### config.mk
export PLATFORM = sky130hd
export DESIGN_NAME = ifrq_addr
export DESIGN_NICKNAME = d
export VERILOG_FILES = /design/src/hdl/ifrq_pkg.sv /design/src/hdl/ifrq_addr.sv
export SDC_FILE = /design/constraint.sdc
export NUM_CORES = 1
export LEC_CHECK = 0
export BUFFER_PORTS_ARGS = -buffer_cell sky130_fd_sc_hd__buf_4
export CORE_UTILIZATION = 50
export CTS_BUF_LIST = sky130_fd_sc_hd__clkbuf_2
export DETAILED_ROUTE_END_ITERATION = 12
export PLACE_DENSITY = 0.78
export RECOVER_POWER = 25
export SYNTH_ARGS = -nofsm -noshare
export SYNTH_HDL_FRONTEND = slang
export SYNTH_SLANG_ARGS = --single-unit
### constraint.sdc
create_clock -name clk -period 10.9 [get_ports clk]
set_input_delay 2.18 -clock clk [delete_from_list [all_inputs] [get_ports clk]]
set_output_delay 2.18 -clock clk [all_outputs]
set_load 0.05 [all_outputs]
### src/hdl/ifrq_pkg.sv
// ----------------------------------------------------------------------------
// ifrq_pkg
// Shared types and codes for the image flip, rotate and quadrant engine.
// ----------------------------------------------------------------------------
package ifrq_pkg;

  // Fixed field widths of the ports.
  localparam int PIX_W      = 32;
  localparam int MODE_W     = 2;
  localparam int OP_W       = 3;
  localparam int CFG_IDX_W  = 2;
  localparam int CFG_DATA_W = 8;

  // Item modes.
  localparam logic [MODE_W-1:0] MODE_LOAD = 2'd0;
  localparam logic [MODE_W-1:0] MODE_OP   = 2'd1;
  localparam logic [MODE_W-1:0] MODE_READ = 2'd2;

  // Transform operations.
  localparam logic [OP_W-1:0] OP_FLIP_V   = 3'd1;
  localparam logic [OP_W-1:0] OP_MIRROR   = 3'd2;
  localparam logic [OP_W-1:0] OP_ROT_CW   = 3'd3;
  localparam logic [OP_W-1:0] OP_ROT_CCW  = 3'd4;
  localparam logic [OP_W-1:0] OP_QUAD_CW  = 3'd5;
  localparam logic [OP_W-1:0] OP_QUAD_CCW = 3'd6;

  // Configuration register indexes.
  localparam logic [CFG_IDX_W-1:0] REG_IMAGE_ROWS = 2'd0;
  localparam logic [CFG_IDX_W-1:0] REG_IMAGE_COLS = 2'd1;

  // Orientation code of the unrotated view.
  localparam logic [1:0] DIR_NONE = 2'd1;

  // Composed view: orientation, flip bit and quadrant map.
  typedef struct packed {
    logic [1:0]      dir;
    logic            flip;
    logic [3:0][1:0] qmap;
  } xform_t;

  localparam xform_t XFORM_RESET = '{dir: DIR_NONE, flip: 1'b0,
                                     qmap: {2'd3, 2'd2, 2'd1, 2'd0}};

  // Flags that travel with a read through the pipeline.
  typedef struct packed {
    logic row_end;
    logic last_pixel;
  } rd_tag_t;

  // Position divider sequencer.
  typedef enum logic {
    DIV_IDLE,
    DIV_RUN
  } div_state_t;

endpackage

### src/hdl/ifrq_addr.sv
// ----------------------------------------------------------------------------
// ifrq_addr
// Inverse address mapping: turns an output row and column into the address
// of the stored pixel; stage one is registered, stage two is combinational.
// ----------------------------------------------------------------------------
module ifrq_addr
  import ifrq_pkg::*;
#(
  parameter int MAX_DIM = 128
) (
  input  logic                                 clk,
  input  logic                                 rst_n,
  input  logic                                 issue,
  input  logic [$clog2(MAX_DIM+1)-1:0]         rd_row,
  input  logic [$clog2(MAX_DIM+1)-1:0]         rd_col,
  input  logic [$clog2(MAX_DIM+1)-1:0]         rows,
  input  logic [$clog2(MAX_DIM+1)-1:0]         cols,
  input  xform_t                               xform,
  output logic                                 re,
  output logic [$clog2(MAX_DIM*MAX_DIM)-1:0]   raddr,
  output rd_tag_t                              tag
);

  localparam int DIM_W  = $clog2(MAX_DIM + 1);
  localparam int POS_W  = $clog2(MAX_DIM * MAX_DIM);
  localparam int PROD_W = 2 * DIM_W;

  logic [DIM_W-1:0] big_r, big_c, half_r, half_c, h_m1, w_m1, h, w;
  logic             qi, qj;
  logic [DIM_W-1:0] loc_r, loc_c, x, y;
  logic [1:0]       q;
  logic [DIM_W-1:0] row_sel, col_sel;
  rd_tag_t          tag_c;

  logic             s1_v_r, s1_v_nxt;
  logic [DIM_W-1:0] s1_row_r, s1_row_nxt, s1_col_r, s1_col_nxt;
  rd_tag_t          s1_tag_r, s1_tag_nxt;
  logic [PROD_W-1:0] prod;

  // Stage one: quadrant split, local mapping and quadrant map lookup.
  always_comb begin
    big_r  = xform.dir[0] ? rows : cols;
    big_c  = xform.dir[0] ? cols : rows;
    half_r = big_r >> 1;
    half_c = big_c >> 1;
    h      = rows >> 1;
    w      = cols >> 1;
    h_m1   = h - DIM_W'(1);
    w_m1   = w - DIM_W'(1);
    qi     = (rd_row >= half_r);
    qj     = (rd_col >= half_c);
    loc_r  = qi ? (rd_row - half_r) : rd_row;
    loc_c  = qj ? (rd_col - half_c) : rd_col;
    case ({xform.flip, xform.dir})
      3'd0: begin
        x = h_m1 - loc_c; y = loc_r;
      end
      3'd1: begin
        x = loc_r; y = loc_c;
      end
      3'd2: begin
        x = loc_c; y = w_m1 - loc_r;
      end
      3'd3: begin
        x = h_m1 - loc_r; y = w_m1 - loc_c;
      end
      3'd4: begin
        x = h_m1 - loc_c; y = w_m1 - loc_r;
      end
      3'd5: begin
        x = loc_r; y = w_m1 - loc_c;
      end
      3'd6: begin
        x = loc_c; y = loc_r;
      end
      default: begin
        x = h_m1 - loc_r; y = loc_c;
      end
    endcase
    q       = xform.qmap[{qi, qj}];
    row_sel = q[1] ? (h + x) : x;
    col_sel = q[0] ? (w + y) : y;
    tag_c.row_end    = (rd_col == big_c - DIM_W'(1));
    tag_c.last_pixel = tag_c.row_end && (rd_row == big_r - DIM_W'(1));

    s1_v_nxt   = issue;
    s1_row_nxt = issue ? row_sel : s1_row_r;
    s1_col_nxt = issue ? col_sel : s1_col_r;
    s1_tag_nxt = issue ? tag_c : s1_tag_r;
  end

  always_ff @(posedge clk) begin
    if (!rst_n) begin
      s1_v_r <= 1'b0;
    end else begin
      s1_v_r <= s1_v_nxt;
    end
    s1_row_r <= s1_row_nxt;
    s1_col_r <= s1_col_nxt;
    s1_tag_r <= s1_tag_nxt;
  end

  // Stage two: linear address into the row-major store.
  assign prod  = PROD_W'(s1_row_r) * PROD_W'(cols);
  assign raddr = POS_W'(prod + PROD_W'(s1_col_r));
  assign re    = s1_v_r;
  assign tag   = s1_tag_r;

endmodule

# Word-level counts from Yosys, hierarchy flattened
# Index checks and enable logic that the tools add are counted.
# W data, S select, Z words.
[totals]
register_bits = 19
latch_bits = 0
ram_bits = 0
rom_bits = 0
inputBits = 46
out_inout_bits = 17
wordCells = 48
memories = 0
[op_classes]
addsub = 13
multipliers = 1
div_mod_pow = 0
magnitude_cmp = 3
eq_ne = 8
shifts = 0
mux = 10
bitwise_logic = 0
n_reduce_logical = 8
[ops]
columns = ["cell", "count"]
rows = [
  ["$mux W8", 6],
  ["$pmux W8 S3", 2],
  ["$sub A8 B8 Y8", 4],
  ["$add A7 B8 Y8", 2],
  ["$eq A8 B8 Y1", 2],
  ["$ge A8 B7 Y1", 2],
  ["$sub A7 B1 Y8 const B", 2],
  ["$sub A8 B1 Y8 const B", 2],
  ["$sub A8 B7 Y8", 2],
  ["$add A14 B8 Y14", 1],
  ["$mul A8 B8 Y14", 1],
  ["$reduce_or A2 Y1", 6],
  ["$eq A3 B3 Y1 const B", 3],
  ["$eq A3 B2 Y1 const B", 2],
  ["$bmux W2 S2", 1],
  ["$eq A3 B1 Y1 const B", 1],
  ["$logic_not A3 Y1", 1],
  ["$lt A2 B3 Y1 const B", 1],
  ["$mux W2", 1],
  ["$logic_and A1 B1 Y1", 1],
]

# Longest topological paths before layout
[logic_depth]
ltp_word = 7
depth_mapped = 30
mapped_depth_nobuf = 27

# Least setup slack after synthesis
# Ideal clock, no wire load.
[synth_timing]
path_type = "in2out"
startpoint = "input cols[0]"
endpoint = "output raddr[13]"
arrival_time_ps = 6546
slack_ps = 2174
stages = 15
n_path_buf = 1
cell_sequence = "clkbuf_1 nand2_1 fa_1 fa_1 fa_1 fa_1 inv_1 ha_1 inv_1 o21ai_0 a21o_1 a21o_1 a31oi_1 o21ai_0 xnor2_1"
[synth_via]
elab_chain_cells = 2
[synth_lines]
columns = ["item", "line", "source"]
rows = [
  ["start: declaration", "ifrq_addr.sv:17", "input logic [$clog2(MAX_DIM+1)-1:0] cols,"],
  ["$mul A8 B8 Y14", "ifrq_addr.sv:104", "assign prod = PROD_W'(s1_row_r) * PROD_W'(cols);"],
  ["$add A14 B8 Y14", "ifrq_addr.sv:105", "assign raddr = POS_W'(prod + PROD_W'(s1_col_r));"],
  ["end: declaration", "ifrq_addr.sv:20", "output logic [$clog2(MAX_DIM*MAX_DIM)-1:0] raddr,"],
]
# Every way passes these cells.

# Final worst setup path
[layout_timing]
startpoint = "input cols[1]"
endpoint = "output raddr[12]"
# The elaborated chain is that of the path after synthesis.

==> impl_metrics.csv <==
group,metric,value,unit
critical_path,cp_slowest_stage_delay,0.58,ns
die,fp.dieArea,12910,um^2
logic_synthesis,syn_nets,923,
timing,tightest_slew,1.222,ns
logic_synthesis,synth_edf_count,18,
grt,grt_overflow,0,
critical_path,crit_path_end_kind,"output pin",
logic_synthesis,synth_ff_type,"edfxtp_1",
logic_synthesis,yosys.area_share.simple,0.1571,
logic_synthesis,postSynthAreaPerCell,8.359,um^2
clock_tree,cts_tree,"done",
placement,gp_congestion,0.8803,
logic_synthesis,ys_ff_latch,19,
clock_tree,cts.repair.resized,0,
timing,drv_slew,0,
critical_path,crit_required,8.72,ns
die,fp.dieW,113.6,um
timing,fmax,0.1164,GHz
clock_tree,clk_path_buf_depth,2,
grt,antenna_found_initial,0,
critical_path,slowest_stage,"fa_1",
final_layout,postLayoutCellArea,6795,um^2
logic_synthesis,synth_top_area_cell,"ha_1",
clock_tree,clkSinkCount,19,
grt,grt_pass1_vias,5318,
timing,slew_headroom,0.1856,
placement,hpwl,12.16,mm
final_layout,fin_nets,968,
drt,route.vias.total,5354,
clock_tree,cts_buffers,3,
logic_synthesis,yosys-mux-area-fraction,0.08559,
logic_synthesis,synth.area.top_cells,"ha_1 17%, fa_1 16%, edfxtp_1 8.7%",
drt,routed_via_density,5.589,
logic_synthesis,syn-cell-area,6227,um^2
logic_synthesis,yosys.cell_types.count,61,
drt,wl,14.75,mm
logic_synthesis,synth_top_family_by_area,"adder cells",
clock_tree,cts_htree_levels,1,
placement,placed_area,6777,um^2
critical_path,crit_family,"adder cells",
logic_synthesis,synth.most_common_cell,"inv_1",
critical_path,worstPathMaxFanout,14,
status,outcome,"completed",
timing,grt_setup_unrepaired,"false",
logic_synthesis,postSynth.asyncResetShare,0,
logic_synthesis,yosysWarnings,0,
logic_synthesis,ys_seq_area_frac,0.09001,
die,ioPinCount,63,
clock_tree,clkTransAtPathRegs,0.18,ns
clock_tree,post_cts_buffers,0,
timing,finalSetupViolCount,0,
logic_synthesis,yosysTopAreaCellShare,0.1668,
critical_path,start_kind,"input pin",
drt,detail_route.wl_per_cell,15.39,um
drt,drt_iter0_markers,242,
grt,grtUsageTotal,0.2435,
job,cap_violations,0,
grt,grt_first_pass_wirelength,25.16,mm
placement,place.port_buffers,62,
clock_tree,cts_hold_buf,0,
critical_path,crit_chain,"buf_4, nand2_1, fa_1, fa_1, inv_1, ha_1, inv_1, fa_1, inv_1, ha_1, a21o_1, a21oi_1, o21ai_0, a21oi_1, o21ai_0, a21o_1, a21oi_1, xnor2_1, buf_4",
logic_synthesis,synthCells,745,
logic_synthesis,synth_compound_area_frac,0.1668,
critical_path,cp.arrival,6.41,ns
timing,min_period_over_period,0.7885,
die,coreArea,12060,um^2
drt,antenna_left,0,
logic_synthesis,yosys-top-cells-count,"91 x inv_1, 84 x nand2_1, 83 x ha_1",
drt,drc,0,
timing,min_period,8.594,ns
die,die_y,113.6,um
timing,hold_viol,0,
logic_synthesis,synthXorXnorAreaFrac,0.09986,
grt,grt_start_max_net_pins,27,
die,initial_core_util,0.5163,
min_path,holdCritPathClass,"in2reg",
drt,first_pass_iters,6,
clock_tree,clockRootBuffer,"clkbuf_2",
critical_path,critPathKind,"in2out",
die,rows,40,
final_layout,syn_to_final_growth,9.122,%
timing,setup_tns,0,ns
final_layout,final_layout_size_suffix_gt1_frac,0.1318,
critical_path,worst-path-buf-inv,5,
logic_synthesis,synth_fa_ha_area_frac,0.3243,
-- cell usage in the layout, fill, tap and decap left out, types with 4 or more instances in the layout --
cell type / n
nor2b_1: 6
nor3_1: 13
o21ai_0: 21
o31ai_1: 8
o21ai_1: 4
o21bai_1: 4
a22oi_1: 6
a21o_1: 14
a31oi_1: 8
clkbuf_2: 4
buf_4: 62
a221oi_1: 4
xnor2_1: 47
nand3_1: 13
fa_1: 49
and2_1: 23
o21ai_2: 4
nor3b_1: 5
mux2_2: 17
mux2i_1: 30
o21a_1: 6
a221o_1: 4
nor2_1: 41
xor2_1: 24
edfxtp_1: 18
inv_1: 91
a21oi_1: 43
nand2b_1: 6
nand2_1: 84
ha_1: 83
-- area by class of cell --
class	instances	area (um^2)
sequential	19	560.5
clock buffer	4	20.02
timing repair buffer	63	469.2
multi-input combinational	612	5191
fill	1126	5266
inverter	91	341.6
tap	168	210.2
antenna	1	2.502
-- cells by family (layout without fill, tap and decap cells) --
group                    count (synthesis)  in the layout
buffers and inverters                  114            158
AO/OA/AOI/OAI                          150            150
multiplexers                            50             50
other                                    0              1
XOR/XNOR                                71             71
AND/OR/NAND/NOR                        209            209
flip-flops                              19             19
adder cells (fa/ha/maj)                132            132
-- through the flow --
stage	std cells	hold slack, ns	worst slack, ns	utilization
floorplan	745	2.293	2.174	-
global placement	953	2.387	2.341	0.5618
detailed placement	953	2.391	2.266	0.5618
CTS	957	2.011	2.251	0.5635
global route	957	1.990	2.034	0.5632
finish	958	2.020	2.306	0.5634
-- layer usage --
layer | up-vias | wire length (um) | track usage | part of all wire
met5 | - | 0 | 0 | 0
met4 | 0 | 338 | 0.07544 | 0.023
met3 | 32 | 864 | 0.02604 | 0.059
met2 | 164 | 7209 | 0.4350 | 0.49
met1 | 2523 | 6333 | 0.3082 | 0.43
li1 | 2635 | - | - | -
-- path summary, 6_finish.rpt --
path,slack (ns),depth (start not counted),startpoint,to
setup / recovery,2.31,19,cols[1],raddr[12]
hold / removal,2.02,2,rst_n,re$_SDFF_PN0_
-- sequential cells by signal (all words and copies together), names as in the netlist --
register	count
re	1
s1_col_r	8
s1_row_r	8
tag	2
Power is not shown: default switching activity piles up to over one toggle a cycle in this logic, so the estimate is an artifact.
