`config.mk`:
```
export PLATFORM = sky130hd
export DESIGN_NAME = ifrq_div
export DESIGN_NICKNAME = d
export VERILOG_FILES = /design/src/hdl/ifrq_pkg.sv /design/src/hdl/ifrq_div.sv
export SDC_FILE = /design/constraint.sdc
export NUM_CORES = 1
export LEC_CHECK = 0
export BUFFER_PORTS_ARGS = -buffer_cell sky130_fd_sc_hd__buf_2
export CAP_MARGIN = 20
export CORE_MARGIN = 3
export CORE_UTILIZATION = 45
export DETAILED_ROUTE_END_ITERATION = 12
export GPL_TIMING_DRIVEN = 0
export PLACE_DENSITY = 0.69
export SLEW_MARGIN = 15
export SYNTH_ARGS = -nofsm -noshare
export SYNTH_HDL_FRONTEND = slang
export SYNTH_SLANG_ARGS = --single-unit
```
`constraint.sdc`:
```
create_clock -name clk -period 5.8 [get_ports clk]
set_input_delay 0.87 -clock clk [delete_from_list [all_inputs] [get_ports clk]]
set_output_delay 0.87 -clock clk [all_outputs]
set_load 0.03 [all_outputs]
```
`src/hdl/ifrq_pkg.sv`:
```
// ----------------------------------------------------------------------------
// ifrq_pkg
// Shared types and codes for the image flip, rotate and quadrant engine.
// ----------------------------------------------------------------------------
package ifrq_pkg;

  // Fixed field widths of the ports.
  localparam int PIX_W      = 32;
  localparam int MODE_W     = 2;
  localparam int OP_W       = 3;
  localparam int CFG_IDX_W  = 2;
  localparam int CFG_DATA_W = 8;

  // Item modes.
  localparam logic [MODE_W-1:0] MODE_LOAD = 2'd0;
  localparam logic [MODE_W-1:0] MODE_OP   = 2'd1;
  localparam logic [MODE_W-1:0] MODE_READ = 2'd2;

  // Transform operations.
  localparam logic [OP_W-1:0] OP_FLIP_V   = 3'd1;
  localparam logic [OP_W-1:0] OP_MIRROR   = 3'd2;
  localparam logic [OP_W-1:0] OP_ROT_CW   = 3'd3;
  localparam logic [OP_W-1:0] OP_ROT_CCW  = 3'd4;
  localparam logic [OP_W-1:0] OP_QUAD_CW  = 3'd5;
  localparam logic [OP_W-1:0] OP_QUAD_CCW = 3'd6;

  // Configuration register indexes.
  localparam logic [CFG_IDX_W-1:0] REG_IMAGE_ROWS = 2'd0;
  localparam logic [CFG_IDX_W-1:0] REG_IMAGE_COLS = 2'd1;

  // Orientation code of the unrotated view.
  localparam logic [1:0] DIR_NONE = 2'd1;

  // Composed view: orientation, flip bit and quadrant map.
  typedef struct packed {
    logic [1:0]      dir;
    logic            flip;
    logic [3:0][1:0] qmap;
  } xform_t;

  localparam xform_t XFORM_RESET = '{dir: DIR_NONE, flip: 1'b0,
                                     qmap: {2'd3, 2'd2, 2'd1, 2'd0}};

  // Flags that travel with a read through the pipeline.
  typedef struct packed {
    logic row_end;
    logic last_pixel;
  } rd_tag_t;

  // Position divider sequencer.
  typedef enum logic {
    DIV_IDLE,
    DIV_RUN
  } div_state_t;

endpackage

```
`src/hdl/ifrq_div.sv`:
```
// ----------------------------------------------------------------------------
// ifrq_div
// Restoring divider, one quotient bit a cycle. Splits the linear read
// position into row and column after the output width has changed.
// ----------------------------------------------------------------------------
module ifrq_div
  import ifrq_pkg::*;
#(
  parameter int MAX_DIM = 128
) (
  input  logic                                 clk,
  input  logic                                 rst_n,
  input  logic                                 start,
  input  logic [$clog2(MAX_DIM*MAX_DIM)-1:0]   dividend,
  input  logic [$clog2(MAX_DIM+1)-1:0]         divisor,
  output logic                                 busy,
  output logic                                 done,
  output logic [$clog2(MAX_DIM+1)-1:0]         quotient,
  output logic [$clog2(MAX_DIM+1)-1:0]         remainder
);

  localparam int DIM_W = $clog2(MAX_DIM + 1);
  localparam int POS_W = $clog2(MAX_DIM * MAX_DIM);
  localparam int CNT_W = ($clog2(POS_W) > 0) ? $clog2(POS_W) : 1;

  div_state_t       state_r, state_nxt;
  logic [CNT_W-1:0] cnt_r, cnt_nxt;
  logic [POS_W-1:0] a_r, a_nxt;
  logic [DIM_W-1:0] rem_r, rem_nxt, d_r, d_nxt;
  logic             done_r, done_nxt;
  logic [DIM_W:0]   rem_sh, diff;
  logic             ge;

  // One restoring step: shift in the next dividend bit, try to subtract.
  always_comb begin
    rem_sh = {rem_r, a_r[POS_W-1]};
    diff   = rem_sh - {1'b0, d_r};
    ge     = (rem_sh >= {1'b0, d_r});
  end

  always_ff @(posedge clk) begin
    if (!rst_n) begin
      state_r <= DIV_IDLE;
      done_r  <= 1'b0;
    end else begin
      state_r <= state_nxt;
      done_r  <= done_nxt;
    end
  end

  always_ff @(posedge clk) begin
    cnt_r <= cnt_nxt;
    a_r   <= a_nxt;
    rem_r <= rem_nxt;
    d_r   <= d_nxt;
  end

  // Sequencer: next state and datapath updates.
  always_comb begin
    state_nxt = state_r;
    cnt_nxt   = cnt_r;
    a_nxt     = a_r;
    rem_nxt   = rem_r;
    d_nxt     = d_r;
    done_nxt  = 1'b0;
    case (state_r)
      DIV_IDLE: begin
        if (start) begin
          state_nxt = DIV_RUN;
          cnt_nxt   = CNT_W'(POS_W - 1);
          a_nxt     = dividend;
          rem_nxt   = '0;
          d_nxt     = divisor;
        end
      end
      DIV_RUN: begin
        a_nxt   = {a_r[POS_W-2:0], ge};
        rem_nxt = ge ? diff[DIM_W-1:0] : rem_sh[DIM_W-1:0];
        if (cnt_r == '0) begin
          state_nxt = DIV_IDLE;
          done_nxt  = 1'b1;
        end else begin
          cnt_nxt = cnt_r - CNT_W'(1);
        end
      end
      default: begin
        state_nxt = DIV_IDLE;
      end
    endcase
  end

  assign busy      = (state_r == DIV_RUN) || done_r;
  assign done      = done_r;
  assign quotient  = a_r[DIM_W-1:0];
  assign remainder = rem_r;

endmodule
```
======== Yosys cells after proc, flatten, opt, wreduce, memory -nomap -nowiden ========
Index checks and enable logic that the tools add are counted.
storage, ports and cells
  register bits ........................... 36
  input bits .............................. 25
operators by class
  add/sub/neg operators ................... 2
  order comparisons ....................... 1
  equality and inequality tests ........... 2
  multiplexer cells ....................... 12
  bitwise operators ....................... 1
  reduce and logical (&&, ||, !) cells .... 5
operators with widths
  cell                 number
  $pmux 14 s2          1
  $mux 8               2
  $pmux 8 s2           1
  $mux 14              1
  $ge 9x8->1           1
  $mux 4               2
  $pmux 4 s2           1
  $sub 8x8->8          1
  $reduce_and 2->1     3
  $logic_not 4->1      1
  $ne 2x2->1 const B   2
  $sub 4x1->4 const B  1
  $mux 1               3
  $pmux 1 s2           1
  $logic_or 1x1->1     1
  $not 1->1            1

======== Depth between registers and ports, before layout ========
  depth in word-level cells ............... 3
  mapped depth ............................ 8
  gate-level depth less buffers ........... 8

======== Worst setup path after synthesis ========
No wires, ideal clock.
  kind .................................... flip-flop to flip-flop
  start point ............................. reg rem_r[0] (netlist: remainder[0])
  end point ............................... reg rem_r[0] (netlist: remainder[0]) (data pin)
  setup time .............................. 0.261 ns
  arrival ................................. 1.806 ns
  required time ........................... 5.539 ns
  setup slack ............................. 3.733 ns
  stages on the path, launching flop included .. 6
  path buffers ............................ 0
  path through ............................ edfxtp_1 -> ha_1 -> nor2b_1 -> o21ai_1 -> a31oi_4 -> o311a_1
on the way
  word-level cells in the longest chain between the ends .. 3
RTL lines
  what                    RTL line        source
  from (decl)             ifrq_div.sv:29  logic [DIM_W-1:0] rem_r, rem_nxt, d_r, d_nxt;
  from (signal assigned)  ifrq_div.sv:54  rem_r <= rem_nxt;
  $ge 9x8->1              ifrq_div.sv:38  ge = (rem_sh >= {1'b0, d_r});
  $mux 8                  ifrq_div.sv:78  rem_nxt = ge ? diff[DIM_W-1:0] : rem_sh[DIM_W-1:0];
  $pmux 8 s2              ifrq_div.sv:66  case (state_r)
Every way passes these cells.
A chain may end at the register's enable or synchronous reset.

======== Worst setup path after layout ========
  start point ............................. reg state_r
  end point ............................... out busy
on the way
  word-level cells in the longest chain between the ends .. 1
RTL lines
  what                    RTL line        source
  from (decl)             ifrq_div.sv:26  div_state_t state_r, state_nxt;
  from (signal assigned)  ifrq_div.sv:46  state_r <= state_nxt;
  $logic_or 1x1->1        ifrq_div.sv:92  assign busy = (state_r == DIV_RUN) || done_r;
  to (decl)               ifrq_div.sv:16  output logic busy,
Every way passes these cells.

==> impl_summary.log <==
INFO  metric result_of_the_run = finished clean
INFO  metric layout.filler_cells = 373
INFO  metric fp.dieW = roughly 71 um
INFO  metric max_freq = 395 MHz
INFO  metric p_total = 0.000736 W
INFO  metric yosysWarningCount = 0
INFO  metric cts.clk_slew.worst_paths = 0.08 ns
INFO  metric power.density = 321 mW/mm^2
INFO  metric critical_path_type = reg -> out
INFO  metric initial_utilization = 47.0%
INFO  metric core = 0.00406 mm^2
INFO  metric num_vias = 1341
INFO  metric worst_ir_drop_vdd = 0.000212 V
INFO  metric setup-violations-final = 0
INFO  metric overall_die_area = between 0.005 and 0.006 mm^2
INFO  metric synth.avg_cell_area = between 10 and 15 um^2
INFO  metric grt_pass1_vias = 1382
INFO  metric ctsResizeCount = 0
INFO  metric synth_nets = between 150 and 200
INFO  metric final_period_minus_worst_setup_slack = 2.53 ns
INFO  metric power_frac_clock = 30.0%
INFO  metric clk_latency = ~0.29 ns
INFO  metric placementRows = 23
INFO  metric depth_of_the_worst_register_to_register_path = 8
INFO  metric synth_most_common_cell = sky130_fd_sc_hd__edfxtp_1
INFO  metric grt_overall_usage = around 16%
INFO  metric timing.final.hold_violations = 0
INFO  metric count_of_flip_flops_with_a_built_in_enable_after_synthesis = 34
INFO  metric pwr-share-seq = ~45%
INFO  metric cts_setup_buffers = 0
INFO  metric max_cap_violations = 0
INFO  metric cts-hold-fix-buffers = 0
INFO  metric num_io_pins = 43
INFO  metric drt-total-wl = about 3600 um
INFO  metric final_max_slew_viol_count = 0
INFO  metric final_net_count = 238
INFO  metric main_synth_ff_type = sky130_fd_sc_hd__edfxtp_1
INFO  metric power.share.switching = 29.2%
INFO  metric synth_async_sr_flop_share = 0%
INFO  metric synth.top_cells.by_count = 34 x sky130_fd_sc_hd__edfxtp_1, 13 x sky130_fd_sc_hd__mux2_2, 12 x sky130_fd_sc_hd__inv_1, 9 x sky130_fd_sc_hd__ha_1, 8 x sky130_fd_sc_hd__buf_4
INFO  metric synth_largest_area_cell = sky130_fd_sc_hd__edfxtp_1
INFO  metric detailedRoute.firstPassIterationCount = 4
INFO  metric critPathRequiredTime = roughly 4.9 ns
INFO  metric hpwl = ~2700 um
INFO  metric path_max_fanout = 10
INFO  metric antenna_cells_inserted = 0
INFO  metric ys_ff_latch = 36
INFO  metric grt_pass1_wl = 6350 um
INFO  metric routed_via_density = 5.28
INFO  metric unrepaired_setup_endpoints_after_global_routing = false
INFO  metric netlist_top_cells_area = sky130_fd_sc_hd__edfxtp_1 54%, sky130_fd_sc_hd__mux2_2 7.7%, sky130_fd_sc_hd__ha_1 5.9%
INFO  metric fin_setup_tns = 0 ns
INFO  metric actual_slew_at_the_worst_max_slew_pin = 0.939 ns
INFO  metric globalRouteOverflowTotal = 0
INFO  metric final_cells = roughly 250
INFO  metric layout-area-overhead-vs-synth = 20.1%
INFO  metric clk_path_buf_depth = 2
INFO  metric die_height = 71.1 um
INFO  metric leakage_power_figure = roughly 0.97 nW
INFO  metric synth_area = 0.00191 mm^2
INFO  metric detail_route.drc_violations = 0
INFO  metric max_slew_margin = 37.3%
INFO  metric fin_crit_sh = 43.7%
INFO  metric clock-sinks = 36
INFO  metric hold-path-cell-count = 1
INFO  metric worst_reg2reg_setup_slack = 3.66 ns
INFO  metric startpoint_type = register
INFO  metric timing.critical_path.to_type = output pin
INFO  metric post_synth_num_cell_types = 40
INFO  metric tritoncts_clock_tree = done
INFO  metric cts_root_buf = sky130_fd_sc_hd__clkbuf_8
INFO  metric antenna_found_initial = 0
INFO  metric drive_above_1_share = 39.7%
INFO  metric switching_component_of_the_power = approximately 0.00022 W
INFO  metric hold_crit_class = reg -> reg
INFO  metric routabilityCongestion = 0.780
INFO  metric power_frac_comb = between 20 and 30%
INFO  metric synth_sequential_area_ratio = a little under three fifths
INFO  metric avgRoutedWirePerCell = 14.3 um
INFO  metric worstPathArrival = approximately 1.7 ns
INFO  metric place.detailed.instances = ~250
INFO  metric grt_max_degree = 23
INFO  metric fin_skew = 0.00576 ns
INFO  metric p_int = 0.000521 W
INFO  metric first_iter_violations = 89
INFO  metric clock_tree.htree_level_count = 2
INFO  metric route.antenna.remaining_nets = 0
INFO  metric cts_made_buffers = 5
INFO  metric portion_of_synthesized_cell_area_occupied_by_the_leading_cell_type = 53.5%
INFO  metric synth_cells = 154
INFO  metric port_buffer_count = 42
layout make-up:
type / count / area, um^2 / share of cell area, %
plain buffers: 12 / 83.8 / 3.66
flip-flops and latches: 36 / 1060 / 46.3
repair buffers: 42 / 210 / 9.18
inverters: 13 / 48.8 / 2.13
clock buffers: 5 / 68.8 / 3.00
multi-input cells: 93 / 713 / 31.1
well taps: 50 / 62.6 / 2.73
clock inverters: 3 / 42.5 / 1.86
placed cells by master (no fill, tap or decap), drive strengths merged, types with 6 or more instances in the layout:
cell type	Yosys	routed
buf	10	52
edfxtp	34	34
mux2	13	13
inv	13	13
ha	9	9
a21oi	8	8
nor2	7	7
nand3	7	7
o21ai	7	7
clkbuf	2	7
nand2	6	6
worst max-delay path, cell delays in order (launching register included):
cell                       delay (ns)
sky130_fd_sc_hd__dfxtp_1         0.31
sky130_fd_sc_hd__clkbuf_1        0.30
sky130_fd_sc_hd__clkbuf_1        0.39
sky130_fd_sc_hd__or2_2           0.18
sky130_fd_sc_hd__buf_2           0.19
layer usage:
layer	up-vias	wire length, um	track usage, %
met5	-	0	0
met4	0	57	6.26
met3	5	245	4.26
met2	40	1810	27.3
met1	636	1530	19.6
li1	660	-	-
worst paths after layout:
| kind | startpoint | endpoint |
|---|---|---|
| min | a_r[12] | a_r[13] |
| min reg2reg | a_r[12] | a_r[13] |
| max | state_r | busy |
| max reg2reg | a_r[13] | remainder[6] |
through the flow:
stage          setup slack (ns)  hold slack [ns]  area [um^2]  util [%]
5_1_grt                    3.12            0.571         2290      56.5
2_1_floorplan              3.73            0.523         1910         -
3_3_place_gp               3.60            0.534         2180      53.7
4_1_cts                    3.20            0.559         2290      56.5
6_report                   3.27            0.553         2290      56.5
3_5_place_dp               3.53            0.538         2180      53.7
state kept, by name, indices dropped and copies added, names as in the netlist:
signal	count
a_r	14
d_r	8
remainder	8
cnt_r	4
done	1
state_r	1
power by group through the flow:
stage               combinational, W  sequential [W]  clock, W
floorplan                   0.000125        0.000349         0
global placement            0.000181        0.000334         0
detailed placement          0.000186        0.000335         0
CTS                         0.000187        0.000330  0.000227
global route                0.000206        0.000333  0.000236
finish                      0.000186        0.000330  0.000221
kinds of logic (layout without fill, tap and decap cells):
kind of cell | Yosys count | after routing | synth area share, %
adder cells (fa/ha/maj) | 10 | 10 | 6.96
buffers and inverters | 25 | 75 | 6.96
AND/OR/NAND/NOR | 35 | 35 | 9.65
XOR/XNOR | 3 | 3 | 1.38
multiplexers | 13 | 13 | 7.68
flip-flops | 36 | 36 | 55.6
AO/OA/AOI/OAI | 32 | 32 | 11.7
Note: power is estimated with default switching activity, not from simulation.
